### config.mk
export PLATFORM = sky130hd
export DESIGN_NAME = vap_cell
export DESIGN_NICKNAME = d
export VERILOG_FILES = /design/src/sv/vap_pkg.sv /design/src/sv/vap_cell.sv
export SDC_FILE = /design/constraint.sdc
export NUM_CORES = 1
export LEC_CHECK = 0
export BUFFER_PORTS_ARGS = -buffer_cell sky130_fd_sc_hd__buf_4
export CORE_MARGIN = 4
export CORE_UTILIZATION = 50
export CTS_BUF_LIST = sky130_fd_sc_hd__clkbuf_8
export DETAILED_ROUTE_END_ITERATION = 8
export MAX_ROUTING_LAYER = met4
export PLACE_DENSITY = 0.73
export SYNTH_ARGS = -nofsm -noshare
export SYNTH_HDL_FRONTEND = slang
export SYNTH_SLANG_ARGS = --single-unit
### constraint.sdc
create_clock -name clk -period 10.1 [get_ports clk]
set_input_delay 1.01 -clock clk [delete_from_list [all_inputs] [get_ports clk]]
set_output_delay 1.01 -clock clk [all_outputs]
set_load 0.01 [all_outputs]
### src/sv/vap_pkg.sv
// Shared types, constants and helpers for the oldest-steal voice allocator.
`timescale 1ns / 1ps
`default_nettype none

package vap_pkg;

  // Pool geometry
  localparam int VOICES_PER_POOL = 8;
  localparam int POOL_COUNT      = 4;
  localparam int VIDX_W          = (VOICES_PER_POOL > 1) ? $clog2(VOICES_PER_POOL) : 1;
  localparam int AGE_W           = 64;
  localparam int NOTE_W          = 7;
  localparam int MASK_W          = 8;

  typedef logic [VIDX_W-1:0] vidx_t;
  typedef logic [AGE_W-1:0]  age_t;
  typedef logic [1:0]        pool_t;
  typedef logic [NOTE_W-1:0] note_t;
  typedef logic [MASK_W-1:0] vmask_t;
  // Held flag on top of the note number
  typedef logic [NOTE_W:0]   slot_note_t;

  typedef enum logic [1:0] {
    ACT_ON  = 2'd0,
    ACT_OFF = 2'd1,
    ACT_ALL = 2'd2,
    ACT_NOP = 2'd3
  } action_t;

  typedef enum logic [1:0] {
    S_IDLE,
    S_SCAN,
    S_COMMIT
  } state_t;

  // Search record handed from cell to cell
  typedef struct packed {
    logic    vld;
    action_t action;
    pool_t   pool;
    note_t   note;
    vmask_t  mask;
    vidx_t   pos;
    logic    free_found;
    vidx_t   free_idx;
    logic    rel_found;
    vidx_t   rel_idx;
    age_t    rel_age;
    vidx_t   all_idx;
    age_t    all_age;
    logic    off_found;
    vidx_t   off_idx;
    vmask_t  rel_mask;
  } carry_t;

  // Slot update broadcast to every cell
  typedef struct packed {
    logic    en;
    action_t action;
    pool_t   pool;
    vidx_t   idx;
    note_t   note;
    age_t    age;
  } commit_t;

  // Voice index falls inside the 8-bit masks
  function automatic logic in_mask_range(vidx_t pos);
    logic [5:0] p;
    p = 6'(pos);
    in_mask_range = (p < 6'd8);
  endfunction

  // Voices past the mask width always count as sounding
  function automatic logic voice_sounding(vmask_t mask, vidx_t pos);
    logic [5:0] p;
    p = 6'(pos);
    voice_sounding = (p >= 6'd8) ? 1'b1 : mask[p[2:0]];
  endfunction

endpackage

`default_nettype wire

### src/sv/vap_cell.sv
// One voice cell: holds that voice's slot in every pool and does one search step.
`timescale 1ns / 1ps
`default_nettype none

module vap_cell (
  input  wire logic             clk,
  input  wire logic             rst_n,
  input  wire vap_pkg::vidx_t   cell_idx,
  input  wire vap_pkg::carry_t  carry_in,
  input  wire vap_pkg::commit_t commit,
  output vap_pkg::carry_t       carry_out
);
  import vap_pkg::*;

  slot_note_t note_r [POOL_COUNT];
  age_t       age_r  [POOL_COUNT];
  carry_t     carry_r;
  carry_t     carry_nxt;

  slot_note_t cur_note;
  age_t       cur_age;
  logic       cur_held;

  assign cur_note  = note_r[carry_in.pool];
  assign cur_age   = age_r[carry_in.pool];
  assign cur_held  = cur_note[NOTE_W];
  assign carry_out = carry_r;

  // Search step for the voice at this position
  always_comb begin
    carry_nxt     = carry_in;
    carry_nxt.pos = carry_in.pos + vidx_t'(1);
    // first silent voice
    if (!carry_in.free_found && !voice_sounding(carry_in.mask, carry_in.pos)) begin
      carry_nxt.free_found = 1'b1;
      carry_nxt.free_idx   = carry_in.pos;
    end
    // oldest released slot, strict compare against the running best
    if (!cur_held && (cur_age < carry_in.rel_age)) begin
      carry_nxt.rel_found = 1'b1;
      carry_nxt.rel_idx   = carry_in.pos;
      carry_nxt.rel_age   = cur_age;
    end
    // oldest slot overall; voice 0 seeds the search
    if ((carry_in.pos == '0) || (cur_age < carry_in.all_age)) begin
      carry_nxt.all_idx = carry_in.pos;
      carry_nxt.all_age = cur_age;
    end
    // first held slot carrying the note
    if (!carry_in.off_found && (cur_note == {1'b1, carry_in.note})) begin
      carry_nxt.off_found = 1'b1;
      carry_nxt.off_idx   = carry_in.pos;
    end
    // held voices for release-all
    if (cur_held && in_mask_range(carry_in.pos)) begin
      carry_nxt.rel_mask[carry_in.pos[2:0]] = 1'b1;
    end
  end

  // Hand the record to the next cell
  always_ff @(posedge clk) begin
    if (!rst_n) begin
      carry_r <= '0;
    end else begin
      carry_r <= carry_nxt;
    end
  end

  // Slot storage, updated by the commit broadcast
  always_ff @(posedge clk) begin
    if (!rst_n) begin
      for (int p = 0; p < POOL_COUNT; p++) begin
        note_r[p] <= '0;
        age_r[p]  <= '0;
      end
    end else if (commit.en) begin
      case (commit.action)
        ACT_ON: begin
          if (commit.idx == cell_idx) begin
            note_r[commit.pool] <= {1'b1, commit.note};
            age_r[commit.pool]  <= commit.age;
          end
        end
        ACT_OFF: begin
          if (commit.idx == cell_idx) begin
            note_r[commit.pool] <= {1'b0, commit.note};
          end
        end
        ACT_ALL: begin
          note_r[commit.pool][NOTE_W] <= 1'b0;
        end
        default: begin
        end
      endcase
    end
  end

endmodule

`default_nettype wire

* Word level (Yosys, flattened, before mapping)
Memory sizes are Yosys's and may differ from the RTL's.
Cells that the tools add are included.
** Word-level totals
- Flip-flop bits (word level) :: 174
- Bits in writable memories :: 288
- Input port bits :: 258
- Logic and storage cells :: 74
- Memories kept :: 2
** Memory list
- age_r :: depth 4, bits a word 64, rd ports 1, clocked after Yosys merged registers in 0, write ports 4, line vap_cell.sv:16 : age_t age_r [POOL_COUNT];
- note_r :: depth 4, bits a word 8, rd ports 1, clocked after Yosys merged registers in 0, write ports 4, line vap_cell.sv:15 : slot_note_t note_r [POOL_COUNT];
** Operators by class
- $add $sub $neg :: 1
- $lt $le $gt $ge :: 4
- Equal/unequal tests :: 4
- Mux-type cells :: 31
- Bitwise operators :: 3
- Reduce and logical (&&, ||, !) cells :: 13
** Operators by type and width (count)
- less-than comparator 64 bit :: 2
- 2-to-1 mux 68 bit :: 1
- 2-to-1 mux 67 bit :: 1
- 2-to-1 mux 64 bit :: 1
- OR reduction 64 bit :: 1
- 2-to-1 mux 8 bit :: 3
- 2-to-1 mux 1 bit :: 18
- == test 8 bit :: 1
- 2-to-1 mux 4 bit :: 2
- OR 8 bit :: 1
- OR reduction 8 bit :: 1
- 2-to-1 mux 2 bit :: 3
- logical AND 1 bit :: 4
- logical NOT 1 bit :: 4
- less-than comparator 3 x 4 -> 1 bit, second input constant :: 1
- adder 3 x 1 -> 3 bit, second input constant :: 1
- binary-select mux 1 bit (select 3 bit) :: 1
- demux 1 bit (select 3 bit) :: 1
- == test 3 bit :: 1
- >= comparator 3 x 1 -> 1 bit, second input constant :: 1
- logical NOT 3 bit :: 1
- == test 2 x 1 -> 1 bit, second input constant :: 1
- == test 2 bit, second input constant :: 1
- logical NOT 2 bit :: 1
- 2 further kinds :: 3

* Longest topological paths before layout
Gate-level depths: netlist (run 1).
- Depth in word-level cells :: 10
- Gate-level depth with buffers :: 15

* Least setup slack after synthesis (run 1)
Ideal clock, no wire load.
- Kind :: input port to flip-flop
- Start :: in cell_idx[1]
- End :: mem age_r[1][0] (netlist name) (enable)
- Setup time :: 574 ps
- Arrival :: 6349 ps
- Data required time :: 9526 ps
- Path slack :: 3177 ps
- Stages :: 6
- Buffers on the path :: 0
- Cell sequence :: xnor2_1 -> nand3_1 -> nor3b_1 -> and2_1 -> nand2b_1 -> o21ai_0
** RTL lines
- start: declaration :: line vap_cell.sv:8 : input wire vap_pkg::vidx_t cell_idx,
- end: declaration :: line vap_cell.sv:16

* Final worst setup path (run 1)
- Start :: in carry_in[169] (netlist name)
- End :: reg carry_r (netlist bit carry_out[35])
** Between the ends
- Longest elaborated chain between the ends :: 4
** RTL lines
- start: declaration :: line vap_cell.sv:9 : input wire vap_pkg::carry_t carry_in,
- memory read (4 x 64 bit) (*)
- less-than comparator 64 bit :: line vap_cell.sv:45 : if ((carry_in.pos == '0) || (cur_age < carry_in.all_age)) begin
- logical OR 1 bit :: line vap_cell.sv:45
- 2-to-1 mux 67 bit (*) :: line vap_cell.sv:45
- end signal: assignment :: line vap_cell.sv:65 : carry_r <= carry_nxt;
- end: declaration :: line vap_cell.sv:17 : carry_t carry_r;
Mark *: on every way between the ends. The rest lies on a longest branch, timed or not.
A chain may end at the register's enable or synchronous reset.

==> results of run 1 <==
## worst reg2reg max path, stage by stage, from the launching register on
cell	delay, ns
edfxtp_1	0.35
mux4_2	0.54
ha_1	0.32
nand4_1	0.18
nor2_1	0.26
nand3_1	0.31
nor4_1	0.43
o21ai_1	0.20
o211ai_4	0.13
buf_4	0.74
mux2i_1	0.34
## layout by cell type (no fill, tap or decap), types with 6 or more instances in the layout
cell type    n
buf_4      445
edfxtp_1   288
nand2_1    239
and3_1     192
dfxtp_1    174
inv_1      161
mux2i_1    141
ha_1       128
clkbuf_8    97
and2_1      89
mux4_2      71
nor2_1      53
a21oi_1     49
nand3_1     22
nand4_1     20
o21ai_0     18
clkinv_2    15
xnor2_1     11
a21o_1      10
clkinv_1     9
diode_2      7
o21a_1       7
nor2b_1      6
o211ai_1     6
## per-layer routing
layer,part of all wire,track usage,vias up
met5,0,-,-
met4,0.033,0.0984,0
met3,0.073,0.0489,109
met2,0.49,0.435,589
met1,0.40,0.319,7655
li1,-,-,7441
## registers in the layout (all words and copies together) (netlist names)
signal     count
age_r        256
carry_out    174
note_r        32
## cell families after synthesis
group	after synthesis
and+or+nand+nor	647
DFF	462
xor gates and xnor gates	11
AOI/OAI and AO/OA	123
adders and majority gates	128
muxes	215
buffers and inverters	256
## how the worst max path moves through the flow
stage                     to  slack, ns  cells past startpoint
2_1_floorplan    age_r[1][0]       3.18                      6
3_3_place_gp   carry_out[38]       4.23                     12
3_5_place_dp   carry_out[35]       4.16                     12
4_1_cts        carry_out[35]       4.81                     12
5_1_grt        carry_out[40]       4.38                     12
6_report       carry_out[35]       4.88                     12
## where the power goes
part / internal (mW) / switching (mW)
Clock: 0.895 / 0.767
Combinational: 0.372 / 0.431
Sequential: 2.14 / 0.0434
Total: 3.41 / 1.24
## stage by stage
stage / util / power (mW) / setup WS (ns)
global placement: 0.593 / 3.01 / 4.23
floorplan: - / 2.67 / 3.18
CTS: 0.629 / 4.69 / 4.81
global route: 0.629 / 4.86 / 4.38
detailed placement: 0.593 / 3.03 / 4.16
finish: 0.629 / 4.65 / 4.88
## cell type report
cell class / instances / area (sq um)
multi-input cells: 1124 / 8940
clock buffers: 97 / 1340
diodes: 7 / 17.5
well taps: 585 / 732
clock inverters: 46 / 236
fillers: 3455 / 16100
repair buffers: 446 / 3350
inverters: 146 / 551
flip-flops and latches: 462 / 12100
==> impl_metrics.json, run 1 <==
{
  "io_buffers": 431,
  "antenna_left": 0,
  "holdCritStartpoint": "carry_in[160]",
  "cp_cell_sequence": "buf_4 > buf_4 > mux4_2 > ha_1 > a21oi_1 > o21ai_0 > a221oi_1 > o211ai_1 > a211oi_1 > o32a_2 > buf_4 > mux2i_1",
  "synth_top_family_by_area": "simple AND/OR/NAND/NOR gates",
  "synthXorXnorAreaFrac": 0.00436,
  "whs_path_depth": 2,
  "synth_top_area_share": 0.392,
  "hp-class": "primary input to register",
  "cts_htree_levels": 3,
  "chipHeight_um": 218,
  "finalHoldViolCount": 0,
  "finalWirelength_um": 61400,
  "synthCells": 1842,
  "synth-compound-area-share": 0.0357,
  "grt_pass1_vias": 16400,
  "postLayoutCellArea_sq_um": 27300,
  "ff2ff_setup_slack_ns": 6.20,
  "synth.distinct_cells": 53,
  "cts-root-buf": "clkbuf_8",
  "clockBufferDepth": 3,
  "cp_top_family": "buffers and inverters",
  "routedWlPerCell_um": 21.1,
  "slew_viol_final": 0,
  "period_share": 0.517,
  "synthTopCellsByArea": "edfxtp_1 39%, dfxtp_1 16%, ha_1 7.3%",
  "ir_worst_vdd_uv": 97.1,
  "cp_slowest_cell": "buf_4",
  "path_clk_slew_ns": 0.06,
  "whs_ns": 0.591,
  "max_slew_margin": 0.241,
  "grt_use_total": 0.261,
  "setup_viol": 0,
  "synthTopCellsByCount": "288 x edfxtp_1, 239 x nand2_1, 192 x and3_1, 174 x dfxtp_1, 146 x inv_1",
  "core_sq_um": 43400,
  "cts_tree": "done",
  "synth_area_sq_um": 22100,
  "synth_simple_gate_area_share": 0.149,
  "worst_ep_required_time_ns": 10.64,
  "status": "finished, final reports clean",
  "ys_dominant_reg_cell": "edfxtp_1",
  "vias_per_cell": 5.42,
  "crit_buf_inv": 3,
  "r2r_start": "age_r[2][62]",
  "grt_max_degree": 154,
  "insertion_delay_ns": 0.63,
  "syn_avg_cell_area_sq_um": 12.0,
  "seq_area_frac_synth": 0.550,
  "vias": 15800,
  "post_cts_resize_count": 0,
  "cts.hold.buffers_added": 0,
  "timing.setup.tns_ns": 0,
  "r2r_cells": 10,
  "cp_slowest_stage_delay_ns": 0.76,
  "synthArstFlopShare": 0,
  "post-cts-setup-buffer-count": 0,
  "synth-edff-count": 288,
  "grt_setup_unrepaired": "no",
  "yosys_register_bits": 462,
  "clkSinkCount": 462,
  "dp_cells": 2763,
  "grt_pass1_wl_um": 92900,
  "max-cap-violations": 0,
  "start_kind": "primary input",
  "overflow": 0,
  "place.gp.congestion": 0.886,
  "yosys_warnings": 0,
  "path_max_fanout": 38,
  "placed_cell_area_sq_um": 25700,
  "synth_fa_ha_area_frac": 0.0726,
  "start_util": 0.509,
  "dp_hpwl_um": 42100,
  "cts_made_buffers": 77,
  "drt-initial-drc-count": 1211,
  "p_leak_nw": 12.9,
  "final_nets": 2643,
  "die_w_um": 218,
  "path_class": "primary input to register",
  "final_cells": 2913,
  "io_pins": 432,
  "synth_mux_area_frac": 0.140,
  "synth_area_leader_cell": "edfxtp_1",
  "area_growth_pct": 23.6,
  "pwr_density_cell_nw_per_um2": 170,
  "drc": 0,
  "cp-startpoint": "carry_in[169]",
  "dr.pass1.iters": 5,
  "syn_nets": 2228,
  "cp_common_cell": "buf_4",
  "worstPathArrival_ns": 5.76,
  "period_minus_slack_ns": 5.22,
  "placementRows": 76,
  "end_kind": "register",
  "die_area_sq_um": 47600,
  "antenna_found_initial": 5,
  "drive_gt1_frac": 0.279,
  "skew_ns": 0.0258,
  "r2r_end": "carry_out[125]",
  "synth_most_common_cell": "edfxtp_1",
  "worst_pin_slew_ns": 1.14,
  "whs_endpoint": "carry_out[160]",
  "max_freq_ghz": 0.192
}
Power figures use the tool's default switching activity.
==> run 2, diff against run 1 <==
- clock period: 10.1 -> 4.9 ns (I/O delays scaled with it)
==> run 2 against run 1 <==
  * Worst hold slack lost 0.52 ns
  * Register-to-register slack lost 4.9 ns
  * First-iteration DRC count grew 11%
  * Critical endpoint is now carry_out[25]
  * Setup slack lost 3.8 ns
  * Clock skew grew 0.017 ns
  * Critical path depth is the same
  * Via count is essentially flat
  * Die area is the same
  * Sequential power grew 110%
  * Largest cell class unchanged
  * Utilization grew 0.23 points
  * Combinational power grew 110%
==> impl_metrics.json, run 2 (synthesis gave the netlist of run 1 again) <==
{
  "status": "finished, final reports clean",
  "place.gp.congestion": 0.895,
  "grt_max_degree": 149,
  "cts_htree_levels": 3,
  "cts_tree": "done",
  "dr.pass1.iters": 5,
  "period_minus_slack_ns": 3.83,
  "p_leak_nw": 13.0,
  "post_cts_resize_count": 0,
  "io_pins": 432,
  "timing.setup.tns_ns": 0,
  "path_class": "primary input to register",
  "post-route-util": 0.632,
  "grt_setup_unrepaired": "no",
  "ff2ff_setup_slack_ns": 1.26,
  "max_freq_ghz": 0.261,
  "dp_hpwl_um": 43000,
  "clkSinkCount": 462,
  "io_buffers": 431,
  "postLayoutCellArea_sq_um": 27400,
  "insertion_delay_ns": 0.64,
  "antenna_found_initial": 11,
  "placed_cell_area_sq_um": 25800,
  "routedWlPerCell_um": 21.2,
  "hp-class": "primary input to register",
  "post-cts-setup-buffer-count": 0,
  "final_cells": 2925,
  "end_kind": "register",
  "antenna_left": 0,
  "path_max_fanout": 33,
  "drt-initial-drc-count": 1341,
  "largest_register_ffs": 256,
  "vias": 15800,
  "core_sq_um": 43400,
  "grt_pass1_vias": 16300,
  "cp_slowest_stage_delay_ns": 0.59,
  "cp_cell_sequence": "buf_4 > buf_12 > mux4_2 > ha_1 > a21o_1 > a211o_1 > o221ai_1 > o21ai_0 > a211oi_1 > o32a_2 > buf_4 > mux2i_1",
  "worst_ep_required_time_ns": 5.43,
  "skew_ns": 0.0432,
  "path_clk_slew_ns": 0.07,
  "final_nets": 2651,
  "drc": 0,
  "final_common_cell": "buf_4",
  "cts_made_buffers": 78,
  "finalWirelength_um": 62000,
  "cp_top_family": "compound AO/OA/AOI/OAI gates",
  "cp_common_cell": "buf_4",
  "crit_buf_inv": 3,
  "final_cell_mix": "447 x buf_4, 288 x edfxtp_1, 239 x nand2_1, 192 x and3_1, 177 x inv_1",
  "clockBufferDepth": 3,
  "period_share": 0.782,
  "grt_use_total": 0.263,
  "grt_pass1_wl_um": 93900,
  "area_growth_pct": 24.1,
  "start_util": 0.509,
  "chipHeight_um": 218,
  "die_area_sq_um": 47600,
  "vias_per_cell": 5.40,
  "pwr_density_cell_nw_per_um2": 349,
  "slew_viol_final": 0,
  "max-cap-violations": 0,
  "cts-root-buf": "clkbuf_8",
  "setup_viol": 0,
  "cts.hold.buffers_added": 0,
  "die_w_um": 218,
  "max_slew_margin": 0.240,
  "placementRows": 76,
  "finalHoldViolCount": 0,
  "worstPathArrival_ns": 4.36,
  "overflow": 0,
  "worst_pin_slew_ns": 1.14,
  "drive_gt1_frac": 0.277,
  "regMostFlops": "age_r",
  "dp_cells": 2770,
  "start_kind": "primary input",
  "ir_worst_vdd_uv": 195,
  "cp_slowest_cell": "mux4_2"
}
==> run 2: area by class of cell <==
class / instances / area (sq um)
diodes: 11 / 27.5
flip-flops and latches: 462 / 12100
well taps: 585 / 732
fillers: 3427 / 16000
clock inverters: 49 / 236
clock buffers: 95 / 1310
inverters: 146 / 551
multi-input cells: 1124 / 8940
repair buffers: 453 / 3470
==> run 2: final timing paths <==
kind / startpoint / to / depth (start not counted)
worst min register to register: age_r[2][14] / carry_out[93] / 3
worst max register to register: age_r[2][39] / carry_out[25] / 10
worst min-delay path: carry_in[154] / carry_out[154] / 2
worst max-delay path: carry_in[169] / carry_out[25] / 12
==> run 2: through the flow <==
stage	hold WS [ns]	setup WS, ns	power (mW)
6_report	0.0754	1.07	9.55
5_1_grt	0.0521	0.841	9.97
4_1_cts	0.0367	1.09	9.62
3_5_place_dp	0.703	0.442	6.26
3_3_place_gp	0.700	0.475	6.23
2_1_floorplan	0.607	0.226	5.50
==> run 2: routing by layer <==
metal	GRT usage	routed length, um	vias up
met1	0.330	25300	7649
met5	-	0	-
met3	0.0466	4180	94
li1	-	-	7476
met4	0.0864	1420	0
met2	0.435	31100	583
==> run 2: power by group <==
part / internal, mW / total (mW) / switching, mW
logic: 0.779 / 1.67 / 0.896
registers: 4.42 / 4.51 / 0.0900
clock network: 1.81 / 3.36 / 1.56
total: 7.01 / 9.55 / 2.54
